### config.mk
export PLATFORM = sky130hd
export DESIGN_NAME = gregorian_date_arithmetic_unit
export DESIGN_NICKNAME = d
export VERILOG_FILES = /design/src/rtl/core/gdau_pkg.sv /design/src/rtl/core/gdau_fwd.sv /design/src/rtl/core/gdau_inv.sv /design/src/rtl/core/gregorian_date_arithmetic_unit.sv
export SDC_FILE = /design/constraint.sdc
export NUM_CORES = 2
export LEC_CHECK = 0
export ABC_AREA = 1
export BUFFER_PORTS_ARGS = -buffer_cell sky130_fd_sc_hd__buf_2
export CELL_PAD_IN_SITES_DETAIL_PLACEMENT = 1
export CELL_PAD_IN_SITES_GLOBAL_PLACEMENT = 2
export CORE_MARGIN = 10
export CORE_UTILIZATION = 40
export CTS_CLUSTER_SIZE = 20
export DETAILED_ROUTE_END_ITERATION = 8
export PLACE_DENSITY = 0.87
export SLEW_MARGIN = 10
export SYNTH_ARGS = -nofsm -noshare
export SYNTH_HDL_FRONTEND = slang
export SYNTH_SLANG_ARGS = --single-unit
export TNS_END_PERCENT = 100
### constraint.sdc
create_clock -name clk -period 38.4 [get_ports clk]
set_input_delay 7.68 -clock clk [delete_from_list [all_inputs] [get_ports clk]]
set_output_delay 7.68 -clock clk [all_outputs]
set_load 0.02 [all_outputs]
### src/rtl/core/gdau_pkg.sv
// ----------------------------------------------------------------------------
// gdau_pkg
// Types, constants and calendar helper functions shared by the Gregorian
// date arithmetic unit.
// ----------------------------------------------------------------------------
package gdau_pkg;

  localparam int unsigned MAX_YEAR_DEF = 9999;

  localparam int unsigned FUNC_W  = 2;
  localparam int unsigned YEAR_W  = 14;
  localparam int unsigned MONTH_W = 4;
  localparam int unsigned DAY_W   = 5;
  localparam int unsigned CNT_W   = 22;
  localparam int unsigned WD_W    = 3;
  localparam int unsigned DIFF_W  = 23;
  localparam int unsigned ST_W    = 2;

  // Day numbers and internal years cover every year up to 65535 plus the
  // largest day count.
  localparam int unsigned G_W  = 26;
  localparam int unsigned IY_W = 17;
  localparam int unsigned RS_W = 9;

  localparam int unsigned DAYS_PER_YEAR = 365;
  localparam int unsigned YEAR_FIELD_MAX = (1 << YEAR_W) - 1;

  // floor(x / 25) as (x * 5243) >> 17, exact for x below 43690.
  localparam int unsigned D25_RECIP = 5243;
  localparam int unsigned D25_SHIFT = 17;

  // Year estimate: floor(g * YR_RECIP / 2^32), within one of the true year.
  localparam int unsigned YR_RECIP_W = 24;
  localparam logic [YR_RECIP_W-1:0] YR_RECIP = 24'd11759193;
  localparam int unsigned YR_SHIFT = 32;

  // floor(x / 7) as (x * WK_RECIP) >> 32, exact for x below 2^26.
  localparam int unsigned WK_RECIP_W = 30;
  localparam logic [WK_RECIP_W-1:0] WK_RECIP = 30'd613566757;
  localparam int unsigned WK_SHIFT = 32;

  typedef enum logic [FUNC_W-1:0] {
    FN_WEEKDAY = 2'd0,
    FN_DIFF    = 2'd1,
    FN_ADD     = 2'd2
  } func_t;

  typedef enum logic [ST_W-1:0] {
    ST_OK       = 2'd0,
    ST_BAD_DATE = 2'd1,
    ST_RANGE    = 2'd2
  } status_t;

  typedef struct packed {
    logic              vld;
    logic              bad;
    logic [FUNC_W-1:0] func;
  } ctl_t;

  function automatic logic [IY_W-1:0] div100(input logic [IY_W-1:0] y);
    logic [IY_W+12:0] p;
    p = (IY_W+13)'(y >> 2) * (IY_W+13)'(D25_RECIP);
    return IY_W'(p >> D25_SHIFT);
  endfunction

  // Days from the start of shifted year 0 to the start of shifted year y.
  function automatic logic [G_W-1:0] year_base(input logic [IY_W-1:0] y);
    logic [IY_W-1:0] q;
    q = div100(y);
    return G_W'(G_W'(y) * G_W'(DAYS_PER_YEAR)) + G_W'(y >> 2) - G_W'(q) + G_W'(q >> 2);
  endfunction

  function automatic logic is_leap(input logic [IY_W-1:0] y);
    logic [IY_W-1:0] q;
    logic            whole;
    q     = div100(y);
    whole = (y == IY_W'(q * 7'd100));
    return (y[1:0] == 2'd0) && (!whole || (q[1:0] == 2'd0));
  endfunction

  // First day offset of each shifted month, March being month 0.
  function automatic logic [RS_W-1:0] month_start(input logic [MONTH_W-1:0] mi);
    logic [RS_W-1:0] s;
    case (mi)
      4'd0:    s = 9'd0;
      4'd1:    s = 9'd31;
      4'd2:    s = 9'd61;
      4'd3:    s = 9'd92;
      4'd4:    s = 9'd122;
      4'd5:    s = 9'd153;
      4'd6:    s = 9'd184;
      4'd7:    s = 9'd214;
      4'd8:    s = 9'd245;
      4'd9:    s = 9'd275;
      4'd10:   s = 9'd306;
      4'd11:   s = 9'd337;
      default: s = 9'd0;
    endcase
    return s;
  endfunction

  function automatic logic [DAY_W-1:0] month_len(input logic [MONTH_W-1:0] m);
    logic [DAY_W-1:0] l;
    case (m)
      4'd1, 4'd3, 4'd5, 4'd7, 4'd8, 4'd10, 4'd12: l = 5'd31;
      4'd4, 4'd6, 4'd9, 4'd11:                     l = 5'd30;
      4'd2:                                        l = 5'd28;
      default:                                     l = 5'd0;
    endcase
    return l;
  endfunction

  function automatic logic date_ok(input logic [YEAR_W-1:0] y, input logic [MONTH_W-1:0] m,
                                   input logic [DAY_W-1:0] d, input logic [IY_W-1:0] ymax);
    logic [DAY_W-1:0] len;
    len = month_len(m);
    if (m == 4'd2 && is_leap(IY_W'(y))) begin
      len = 5'd29;
    end
    return (y != '0) && (IY_W'(y) <= ymax) && (m >= 4'd1) && (m <= 4'd12) &&
           (d != '0) && (d <= len);
  endfunction

  function automatic logic [G_W-1:0] day_number(input logic [YEAR_W-1:0] y,
                                                input logic [MONTH_W-1:0] m,
                                                input logic [DAY_W-1:0] d);
    logic [MONTH_W-1:0] mp;
    logic [IY_W-1:0]    yp;
    mp = (m >= 4'd3) ? MONTH_W'(m - 4'd3) : MONTH_W'(m + 4'd9);
    yp = IY_W'(y) - {{(IY_W-1){1'b0}}, (m < 4'd3)};
    return year_base(yp) + G_W'(month_start(mp)) + G_W'(d) - G_W'(1);
  endfunction

endpackage

### src/rtl/core/gdau_fwd.sv
// ----------------------------------------------------------------------------
// gdau_fwd
// First pipeline stage: checks both input dates and maps them to day numbers.
// ----------------------------------------------------------------------------
module gdau_fwd import gdau_pkg::*; #(
  parameter int unsigned MAX_YEAR = MAX_YEAR_DEF
) (
  input  logic               clk,
  input  logic               rst_n,
  input  logic               in_vld,
  input  logic [FUNC_W-1:0]  func,
  input  logic [YEAR_W-1:0]  year_a,
  input  logic [MONTH_W-1:0] month_a,
  input  logic [DAY_W-1:0]   day_a,
  input  logic [YEAR_W-1:0]  year_b,
  input  logic [MONTH_W-1:0] month_b,
  input  logic [DAY_W-1:0]   day_b,
  input  logic [CNT_W-1:0]   day_count,
  output ctl_t               ctl_r,
  output logic [G_W-1:0]     ga_r,
  output logic [G_W-1:0]     gb_r,
  output logic [CNT_W-1:0]   cnt_r
);

  localparam logic [IY_W-1:0] YMAX = IY_W'(MAX_YEAR);

  ctl_t           ctl_nxt;
  logic           ok_a;
  logic           ok_b;
  logic [G_W-1:0] ga_nxt;
  logic [G_W-1:0] gb_nxt;

  always_comb begin
    ok_a         = date_ok(year_a, month_a, day_a, YMAX);
    ok_b         = date_ok(year_b, month_b, day_b, YMAX);
    ga_nxt       = day_number(year_a, month_a, day_a);
    gb_nxt       = day_number(year_b, month_b, day_b);
    ctl_nxt.vld  = in_vld;
    ctl_nxt.func = func;
    ctl_nxt.bad  = !((func == FN_WEEKDAY) || (func == FN_DIFF) || (func == FN_ADD)) ||
                   !ok_a || ((func == FN_DIFF) && !ok_b);
  end

  always_ff @(posedge clk) begin
    if (!rst_n) begin
      ctl_r.vld <= 1'b0;
    end else begin
      ctl_r.vld <= ctl_nxt.vld;
    end
    ctl_r.bad  <= ctl_nxt.bad;
    ctl_r.func <= ctl_nxt.func;
    ga_r       <= ga_nxt;
    gb_r       <= gb_nxt;
    cnt_r      <= day_count;
  end

endmodule

### src/rtl/core/gdau_inv.sv
// ----------------------------------------------------------------------------
// gdau_inv
// Four-stage conversion of a day number back to a calendar date: year
// estimate, candidate year bases, year selection, month and day split.
// ----------------------------------------------------------------------------
module gdau_inv import gdau_pkg::*; #(
  parameter int unsigned MAX_YEAR = MAX_YEAR_DEF
) (
  input  logic               clk,
  input  logic               rst_n,
  input  logic               in_vld,
  input  logic [G_W-1:0]     g,
  output logic               out_vld,
  output logic [IY_W-1:0]    out_year,
  output logic [MONTH_W-1:0] out_month,
  output logic [DAY_W-1:0]   out_day,
  output logic               out_ovf
);

  localparam logic [IY_W-1:0] YMAX = IY_W'(MAX_YEAR);
  localparam logic [IY_W-1:0] YFLD = IY_W'(YEAR_FIELD_MAX);

  logic [3:0] vld_r;

  logic [G_W+YR_RECIP_W-1:0] est_prod;
  logic [IY_W-1:0]           e1_nxt, e1_r;
  logic [G_W-1:0]            g1_r;

  logic [G_W-1:0]  b0_nxt, b0_r, b1_nxt, b1_r;
  logic            lp_nxt, lp_r;
  logic [IY_W-1:0] e2_r;
  logic [G_W-1:0]  g2_r;

  logic [IY_W-1:0] yy3_nxt, yy3_r;
  logic [G_W-1:0]  base3;
  logic [RS_W-1:0] rem3_nxt, rem3_r;

  logic [MONTH_W-1:0] mi;
  logic [IY_W-1:0]    year_nxt;
  logic [MONTH_W-1:0] month_nxt;
  logic [DAY_W-1:0]   day_nxt;
  logic               ovf_nxt;

  always_comb begin
    est_prod = (G_W+YR_RECIP_W)'(g) * (G_W+YR_RECIP_W)'(YR_RECIP);
    e1_nxt   = IY_W'(est_prod >> YR_SHIFT);
  end

  always_comb begin
    b0_nxt = year_base(e1_r);
    b1_nxt = year_base(e1_r + IY_W'(1));
    lp_nxt = is_leap(e1_r);
  end

  always_comb begin
    if (g2_r < b0_r) begin
      yy3_nxt = e2_r - IY_W'(1);
      base3   = b0_r - G_W'(DAYS_PER_YEAR) - G_W'(lp_r);
    end else if (g2_r >= b1_r) begin
      yy3_nxt = e2_r + IY_W'(1);
      base3   = b1_r;
    end else begin
      yy3_nxt = e2_r;
      base3   = b0_r;
    end
    rem3_nxt = RS_W'(g2_r - base3);
  end

  always_comb begin
    mi = '0;
    for (int k = 1; k < 12; k++) begin
      mi = mi + MONTH_W'(rem3_r >= month_start(MONTH_W'(k)));
    end
    if (mi < 4'd10) begin
      month_nxt = mi + 4'd3;
      year_nxt  = yy3_r;
    end else begin
      month_nxt = mi - 4'd9;
      year_nxt  = yy3_r + IY_W'(1);
    end
    day_nxt = DAY_W'(rem3_r - month_start(mi) + RS_W'(1));
    ovf_nxt = (year_nxt > YMAX) || (year_nxt > YFLD);
  end

  always_ff @(posedge clk) begin
    if (!rst_n) begin
      vld_r <= '0;
    end else begin
      vld_r <= {vld_r[2:0], in_vld};
    end
  end

  always_ff @(posedge clk) begin
    e1_r      <= e1_nxt;
    g1_r      <= g;
    b0_r      <= b0_nxt;
    b1_r      <= b1_nxt;
    lp_r      <= lp_nxt;
    e2_r      <= e1_r;
    g2_r      <= g1_r;
    yy3_r     <= yy3_nxt;
    rem3_r    <= rem3_nxt;
    out_year  <= year_nxt;
    out_month <= month_nxt;
    out_day   <= day_nxt;
    out_ovf   <= ovf_nxt;
  end

  assign out_vld = vld_r[3];

endmodule

### src/rtl/core/gregorian_date_arithmetic_unit.sv
// ----------------------------------------------------------------------------
// gregorian_date_arithmetic_unit
// Gregorian date unit: weekday of a date, day difference of two dates and
// date plus a day count, with invalid dates and year overflow flagged.
//
//   Channel   Ports                                   Handshake
//   request   in_func, in_year_a .. in_day_count      start, taken when !busy
//   result    out_weekday .. out_status               out_valid, one cycle
//
// A request is taken in any cycle and its result comes out of the
// seven-stage pipeline, mostly the four-stage conversion of a day
// number back to a date. One beat enters per cycle.
// busy stays low, since the receiver cannot stall the result.
// rst_n clears all valid bits synchronously.
// ----------------------------------------------------------------------------
module gregorian_date_arithmetic_unit import gdau_pkg::*; #(
  parameter int unsigned MAX_YEAR = MAX_YEAR_DEF
) (
  input  logic                     clk,
  input  logic                     rst_n,
  input  logic                     start,
  output logic                     busy,
  input  logic [FUNC_W-1:0]        in_func,
  input  logic [YEAR_W-1:0]        in_year_a,
  input  logic [MONTH_W-1:0]       in_month_a,
  input  logic [DAY_W-1:0]         in_day_a,
  input  logic [YEAR_W-1:0]        in_year_b,
  input  logic [MONTH_W-1:0]       in_month_b,
  input  logic [DAY_W-1:0]         in_day_b,
  input  logic [CNT_W-1:0]         in_day_count,
  output logic                     out_valid,
  output logic [WD_W-1:0]          out_weekday,
  output logic signed [DIFF_W-1:0] out_day_difference,
  output logic [YEAR_W-1:0]        out_result_year,
  output logic [MONTH_W-1:0]       out_result_month,
  output logic [DAY_W-1:0]         out_result_day,
  output logic [ST_W-1:0]          out_status
);

  localparam int unsigned WP_W = G_W + WK_RECIP_W;

  ctl_t             ctl1;
  logic [G_W-1:0]   ga1, gb1;
  logic [CNT_W-1:0] cnt1;

  ctl_t             ctl_r [2:6];
  logic [G_W-1:0]   g2_r;
  logic [G_W-1:0]   wx2_r, wx3_r;
  logic [DIFF_W-1:0] diff_r [2:6];
  logic [WP_W-1:0]  wk_prod;
  logic [G_W-1:0]   q7_nxt, q7_r;
  logic [WD_W-1:0]  wd4_nxt;
  logic [WD_W-1:0]  wd_r [4:6];

  logic               inv_vld;
  logic [IY_W-1:0]    inv_year;
  logic [MONTH_W-1:0] inv_month;
  logic [DAY_W-1:0]   inv_day;
  logic               inv_ovf;

  logic               vld_nxt;
  logic [WD_W-1:0]    wd_nxt;
  logic [DIFF_W-1:0]  diff_nxt;
  logic [YEAR_W-1:0]  ry_nxt;
  logic [MONTH_W-1:0] rm_nxt;
  logic [DAY_W-1:0]   rd_nxt;
  logic [ST_W-1:0]    st_nxt;

  assign busy = 1'b0;

  gdau_fwd #(.MAX_YEAR(MAX_YEAR)) u_fwd (
    .clk       (clk),
    .rst_n     (rst_n),
    .in_vld    (start && !busy),
    .func      (in_func),
    .year_a    (in_year_a),
    .month_a   (in_month_a),
    .day_a     (in_day_a),
    .year_b    (in_year_b),
    .month_b   (in_month_b),
    .day_b     (in_day_b),
    .day_count (in_day_count),
    .ctl_r     (ctl1),
    .ga_r      (ga1),
    .gb_r      (gb1),
    .cnt_r     (cnt1)
  );

  gdau_inv #(.MAX_YEAR(MAX_YEAR)) u_inv (
    .clk       (clk),
    .rst_n     (rst_n),
    .in_vld    (ctl_r[2].vld),
    .g         (g2_r),
    .out_vld   (inv_vld),
    .out_year  (inv_year),
    .out_month (inv_month),
    .out_day   (inv_day),
    .out_ovf   (inv_ovf)
  );

  always_comb begin
    wk_prod = WP_W'(wx2_r) * WP_W'(WK_RECIP);
    q7_nxt  = G_W'(wk_prod >> WK_SHIFT);
    wd4_nxt = WD_W'(wx3_r - G_W'(q7_r * G_W'(7)));
  end

  always_comb begin
    vld_nxt  = ctl_r[6].vld;
    wd_nxt   = '0;
    diff_nxt = '0;
    ry_nxt   = '0;
    rm_nxt   = '0;
    rd_nxt   = '0;
    st_nxt   = ST_OK;
    if (ctl_r[6].bad) begin
      st_nxt = ST_BAD_DATE;
    end else begin
      case (ctl_r[6].func)
        FN_WEEKDAY: begin
          wd_nxt = wd_r[6];
        end
        FN_DIFF: begin
          diff_nxt = diff_r[6];
        end
        FN_ADD: begin
          if (inv_ovf) begin
            st_nxt = ST_RANGE;
          end else begin
            ry_nxt = YEAR_W'(inv_year);
            rm_nxt = inv_month;
            rd_nxt = inv_day;
          end
        end
        default: begin
          st_nxt = ST_BAD_DATE;
        end
      endcase
    end
  end

  always_ff @(posedge clk) begin
    if (!rst_n) begin
      for (int s = 2; s <= 6; s++) begin
        ctl_r[s].vld <= 1'b0;
      end
      out_valid <= 1'b0;
    end else begin
      ctl_r[2].vld <= ctl1.vld;
      for (int s = 3; s <= 6; s++) begin
        ctl_r[s].vld <= ctl_r[s-1].vld;
      end
      out_valid <= vld_nxt;
    end
    ctl_r[2].bad  <= ctl1.bad;
    ctl_r[2].func <= ctl1.func;
    g2_r          <= ga1 + G_W'(cnt1);
    wx2_r         <= ga1 + G_W'(2);
    diff_r[2]     <= DIFF_W'(ga1 - gb1);
    for (int s = 3; s <= 6; s++) begin
      ctl_r[s].bad  <= ctl_r[s-1].bad;
      ctl_r[s].func <= ctl_r[s-1].func;
      diff_r[s]     <= diff_r[s-1];
    end
    wx3_r <= wx2_r;
    q7_r  <= q7_nxt;
    wd_r[4] <= wd4_nxt;
    wd_r[5] <= wd_r[4];
    wd_r[6] <= wd_r[5];
    out_weekday        <= wd_nxt;
    out_day_difference <= diff_nxt;
    out_result_year    <= ry_nxt;
    out_result_month   <= rm_nxt;
    out_result_day     <= rd_nxt;
    out_status         <= st_nxt;
  end

  a_inv_aligned: assert property (@(posedge clk) disable iff (!rst_n)
    inv_vld == ctl_r[6].vld)
    else $error("date conversion valid out of step with control pipeline");

  a_result_has_request: assert property (@(posedge clk) disable iff (!rst_n)
    out_valid |-> $past(start, 7))
    else $error("result beat without a request seven cycles before");

  a_weekday_range: assert property (@(posedge clk) disable iff (!rst_n)
    out_valid |-> (out_weekday <= 3'd6))
    else $error("weekday out of range");

  a_error_clears_fields: assert property (@(posedge clk) disable iff (!rst_n)
    (out_valid && out_status != ST_OK) |->
      (out_weekday == '0 && out_day_difference == '0 && out_result_year == '0))
    else $error("error result carries nonzero fields");

endmodule
==> Word-level counts from Yosys, hierarchy flattened <==
Memory sizes are Yosys's and may differ from the RTL's. A register that Yosys moved wholly into a read port is not among the register bits.
Index checks and enable logic that the tools add are counted.
Widths: inputs -> output; s select.
{ "classes": {"muxes": 19, "shifts": 0, "n_eq_ne": 9, "reduce_logical": 46, "div_mod_pow": 0, "n_bitwise": 8, "mul": 16, "addsub": 49, "order_cmp": 28} }
{ "op_table": {"columns": ["op", "n"], "rows": [
  ["$mul 15x13->28 const B", 4],
  ["$add 26x11->26", 3],
  ["$add 26x15->26", 3],
  ["$mul 17x9->26 const B", 3],
  ["$sub 26x13->26", 3],
  ["$mul 26x30->56 const B", 1],
  ["$add 17x1->17 const B", 3],
  ["$mux 17", 3],
  ["$mul 12x13->25 const B", 2],
  ["$mul 26x24->49 const B", 1],
  ["$mul 13x5->15 const B", 3],
  ["$add 4x1->4", 9],
  ["$ge 9x8->1 const B", 4],
  ["$eq 14x17->1", 2],
  ["$gt 17x14->1 const B", 2],
  ["$sub 14x1->15", 2],
  ["$le 14x14->1 const B", 2],
  ["$reduce_bool 14->1", 2],
  ["$ge 9x9->1 const B", 3],
  ["$add 26x2->26 const B", 1],
  ["$add 26x22->26", 1],
  ["$add 26x5->26", 1],
  ["$add 26x9->26", 1],
  ["$ge 26x26->1", 1],
  ["other kinds (51)", 115]
]} }
{ "totals": {"rom_bits": 592, "n_memories": 8, "ff_bits": 369, "wordCells": 211, "inputBits": 73, "out_inout_bits": 53, "ramBits": 144, "latch_bits": 0} }
{ "mem_list": {"columns": ["name", "depth", "word_bits", "read_ports", "rd_ports_with_merged_regs", "write_ports", "line_no", "source"], "rows": [
  ["(name not given)", 16, 9, 1, 0, 0, "gdau_pkg.sv:84", "case (mi)"],
  ["(name not given)", 16, 9, 1, 0, 0, "gdau_pkg.sv:84", null],
  ["(name not given)", 16, 9, 1, 0, 0, "gdau_pkg.sv:84", null],
  ["diff_r", 5, 23, 5, 1, 5, "gregorian_date_arithmetic_unit.sv:49", "logic [DIFF_W-1:0] diff_r [2:6];"],
  ["(name not given)", 16, 5, 1, 0, 0, "gdau_pkg.sv:104", "case (m)"],
  ["(name not given)", 16, 5, 1, 0, 0, "gdau_pkg.sv:104", null],
  ["2 more memories", null, null, null, null, null, null, null]
]} }

==> Depth between registers and ports, before layout <==
{ "logic_depth": {"word_depth": 15, "mapped_depth": 56, "ltp_nobuf": 55} }

==> Cells and area by module <==
From an unflattened synthesis, not the netlist that was laid out.
{ "hier_totals": {"hier_cells": 9218, "area_unflattened_um2": 79930.4} }
{ "modules_own_cells": {"columns": ["module", "area_per_inst_um2", "cells_each", "instances", "seq_area_each_um2"], "rows": [
  ["gdau_inv", 38532.0, 4435, 1, 3923.8],
  ["gdau_fwd", 26937.1, 3117, 1, 1561.5],
  ["gregorian_date_arithmetic_unit", 14461.4, 1666, 1, 5084.9]
]} }

==> Worst setup path before layout <==
No wires, ideal clock.
{ "synth_timing": {"kind": "input port to flip-flop", "startpoint": "in in_month_a[2]", "endpoint": "reg u_fwd.ga_r[21]", "setup_slack_ns": 20.778, "stages": 48, "path_buffers": 0, "arrival_time_ns": 17.499, "setup_ns": 0.123, "required_time_ns": 38.277, "cell_sequence": "nor2_1 -> nand2_1 -> inv_1 -> ha_1 -> ha_1 -> inv_1 -> nand2_1 -> nand2_1 -> inv_1 -> nand2_1 -> xor2_1 -> inv_1 -> ha_1 -> xor2_1 -> ha_1 -> fa_1 -> inv_1 -> fa_1 -> [12 not listed] -> inv_1 -> ha_1 -> inv_1 -> fa_1 -> inv_1 -> fa_1 -> inv_1 -> fa_1 -> inv_1 -> ha_1 -> nand2_1 -> nand2_1 -> o21a_1 -> a21boi_1 -> o21ai_1 -> a21oi_1 -> o21ai_1 -> xor2_1"} }
{ "synth_via": {"elab_chain_cells": 9, "elab_cells_between_ends": 15, "cone_classes": "9 x add/sub; 2 x mul; 2 x order compare; 1 x mux; 1 x memory"} }
{ "synth_lines": {"columns": ["item", "line_no", "source"], "rows": [
  ["start, declared", "gregorian_date_arithmetic_unit.sv:25", "input logic [MONTH_W-1:0] in_month_a,"],
  ["$lt 4x2->1", "gdau_pkg.sv:130", "yp = IY_W'(y) - {{(IY_W-1){1'b0}}, (m < 4'd3)};"],
  ["$sub 14x1->15", "gdau_pkg.sv:130", null],
  ["$mul 17x9->26", "gdau_pkg.sv:70", "return G_W'(G_W'(y) * G_W'(DAYS_PER_YEAR)) + G_W'(y >> 2) - G_W'(q) + G_W'(q >> 2);"],
  ["$add 26x15->26", "gdau_pkg.sv:70", null],
  ["$sub 26x13->26", "gdau_pkg.sv:70", null],
  ["$add 26x11->26", "gdau_pkg.sv:70", null],
  ["$add 26x9->26 *", "gdau_pkg.sv:131", "return year_base(yp) + G_W'(month_start(mp)) + G_W'(d) - G_W'(1);"],
  ["$add 26x5->26 *", "gdau_pkg.sv:131", null],
  ["$sub 26x1->26 *", "gdau_pkg.sv:131", null],
  ["named net u_fwd.ga_nxt[21]", "gdau_fwd.sv:30", "logic [G_W-1:0] ga_nxt;"],
  ["end signal, assigned", "gdau_fwd.sv:52", "ga_r <= ga_nxt;"],
  ["end, declared", "gdau_fwd.sv:20", "output logic [G_W-1:0] ga_r,"]
]} }
The timed path passes the listed nets; every way through them passes the cells marked *.
A chain may end at the register's enable or synchronous reset.

==> Final worst setup path <==
Same ends and word-level chain as after synthesis.

==> results.ini <==
[status]
status = finished, final reports clean

[yosys]
synth_cells = 8594
synth.area.top_cells = fa_1 (30%), ha_1 (25%), dfxtp_1 (13%), inv_1 (11%), nand2_1 (4.6%)
ys.flop_type = dfxtp_1
syn_area_per_cell_um2 = 9.02
synth_top_area_frac = 0.296
synth_area_mm2 = 0.0775
synthArstFlopShare = 0
synth-edff-count = 0
synth-seq-area-share = 0.134
ys_types = 65
ys_ff_latch = 518
yosysWarnings = 0
synth_area_leader_cell = fa_1

[cells_and_area]
nNetsFinal = 11600
syn_to_final_growth_pct = 8.17
final_common_cell = inv_1
finalNonFillerCells = 11400
drive_gt1_frac = 0.0394
final_cell_mix = inv_1 (2290), ha_1 (1555), fa_1 (1144)

[cts]
cts-htree-levels = 3
clk_pin_slew_ps = 60
clkLatencyLatePin_ps = 670
cts_sinks = 518
cts_tree = yes
cts_made_buffers = 66
post_cts_buffers = 0
cts_resized = 0
clock_path_buffers = 3
hold_buffers = 0
cts_root_buf = clkbuf_16

[placed_design]
dp_slack_ps = 19220
hpwl_mm = 204
port_buffers = 124
post-place-cells = 11300
place_congestion = 0.921

[floorplanning]
start_util = 0.402
die-area_mm2 = 0.212
ios = 126
num_rows = 161
dieWidth_um = 460
core-area_mm2 = 0.193
die_h_um = 460

[critical_path]
reg2reg_slack_ps = 27000
worstPathRequired_ps = 38950
worstSetupEndpoint = u_fwd.ga_r[21]$_DFF_P_
cpMostUsedCell = inv_1
slowest_delay_ps = 660
crit_path_end_kind = flip-flop
slowest_stage = xor2_1
start_kind = input port
r2r_cells = 44
arrival_ps = 18950
crit_path_max_fanout = 8
critical_path_class = input port to flip-flop
reg2reg_to = u_inv.b1_r[24]$_DFF_P_
reg2reg_from = u_inv.e1_r[1]$_DFF_P_
setup.worst_path.start = in_month_a[2]

[sta]
finalCritPeriodShare = 0.479
worst_pin_slew_ps = 1110
maxSlewViolCount = 0
fin_skew_ps = 33.0
fmax_mhz = 54.3
rsz0062_at_grt = false
finalHoldViolations = 0
max_slew_margin = 0.259
setup_viol = 0
finalSetupTns_ps = 0
whs_ps = 320
period_minus_slack_ps = 18410
timing.final.ws_setup_ps = 19990

[drt]
vias_per_cell = 4.99
vias = 56800
drc_errors = 0
drtAntennaViolNets = 0
first_pass_iters = 5
wl_mm = 230
initialDrtViolationCount = 2128
routedWlPerCell_um = 20.2

[worst_hold_path]
min_path_type = flip-flop to flip-flop

[global_route]
overflow = 0
grt_pass1_vias = 65700
gr-usage-all-layers = 0.220
grt_pass1_wl_mm = 366
grt_max_degree = 41
antenna_found_initial = 6

[flow_run]
cap_violations = 0

==> per-layer routing <==
| metal | up-vias | track usage | part of all wire |
|---|---|---|---|
| met5 | - | 0 | 0.000057 |
| met4 | 2 | 0.0717 | 0.038 |
| met3 | 315 | 0.0231 | 0.031 |
| met2 | 845 | 0.405 | 0.51 |
| met1 | 28600 | 0.265 | 0.42 |
| li1 | 27100 | - | - |
==> logic make-up (layout without fill, tap and decap cells) <==
family / count (synthesis) / in the layout / share of synthesized area
flops: 518 / 518 / 0.134
xor+xnor: 378 / 378 / 0.0434
other cells: 2 / 7 / 0.0000969
fa+ha+maj: 2699 / 2699 / 0.547
buf+inv: 2322 / 2582 / 0.113
simple gates: 1799 / 1799 / 0.0991
compound gates: 876 / 876 / 0.0643
==> worst min-delay path by stage <==
stage,start,slack (ps),cells after the start,to
final,wd_r[5][2]$_DFF_P_,320,0,wd_r[6][2]$_DFF_P_
after global routing,u_inv.g1_r[24]$_DFF_P_,330,0,u_inv.g2_r[24]$_DFF_P_
after CTS,wd_r[5][2]$_DFF_P_,310,0,wd_r[6][2]$_DFF_P_
after detailed placement,diff_r[5][2]$_DFF_P_,310,0,diff_r[6][2]$_DFF_P_
after global placement,ctl_r[0][17]$_DFF_P_,310,0,ctl_r[0][21]$_DFF_P_
after floorplan,u_fwd.ctl_r[2]$_DFF_P_,310,0,ctl_r[0][10]$_DFF_P_
==> worst max-delay path, delay by kind of cell <==
kind	cells	cell delay [ps]
AND/OR/NAND/NOR	12	1420
AO/OA/AOI/OAI	9	1600
adder cells (fa/ha/maj)	15	6070
XOR/XNOR	3	1110
buffers and inverters	11	1060
==> Yosys cell counts (all sizes together) (8+ instances only) <==
cell and n:
o21ai 259, fa 1144, clkbuf 15, dfxtp 518, o21bai 29, o211ai 25, nor2 413, nor4 33
o31ai 12, xnor2 120, or2 9, nand3 203, buf 10, a21oi 409, a31oi 26, nand4 90
o21a 19, a21o 30, nand3b 17, a21boi 17, o2111ai 8, a211oi 17, nand2 963, inv 2297
and2 10, nor3 56, ha 1555, xor2 255
==> flip-flops by register name, indices dropped and copies added, names as in the netlist, 4 cells and up <==
register	flops
ctl_r	20
diff_r	115
g2_r	26
out_day_difference	23
out_result_day	5
out_result_month	4
out_result_year	14
u_fwd.cnt_r	22
u_fwd.ctl_r	4
u_fwd.ga_r	26
u_fwd.gb_r	23
u_inv.b0_r	26
u_inv.b1_r	26
u_inv.e1_r	17
u_inv.e2_r	17
u_inv.g1_r	26
u_inv.g2_r	26
u_inv.out_day	5
u_inv.out_month	4
u_inv.out_year	14
u_inv.rem3_r	9
u_inv.yy3_r	17
wd_r	9
wx2_r	26
==> per-stage QoR <==
| step | util | instance area (µm²) |
|---|---|---|
| 5_1_grt | 0.435 | 83800 |
| 2_1_floorplan | - | 77500 |
| 4_1_cts | 0.435 | 83800 |
| 3_3_place_gp | 0.423 | 81500 |
| 3_5_place_dp | 0.423 | 81500 |
| 6_report | 0.435 | 83800 |
==> layout make-up <==
cell class                      instances  area [µm²]
Clock inverter                         35         549
Inverter                             2297        8620
Sequential cell                       518       10400
Timing Repair Buffer                  169         958
Multi-Input combinational cell       5755       58400
Fill cell                           22500      109000
Tap cell                             2526        3160
Antenna cell                            4        10.0
Clock buffer                           81        1750
Power is not shown: default switching activity piles up to over one toggle a cycle in this logic, so the estimate is an artifact.
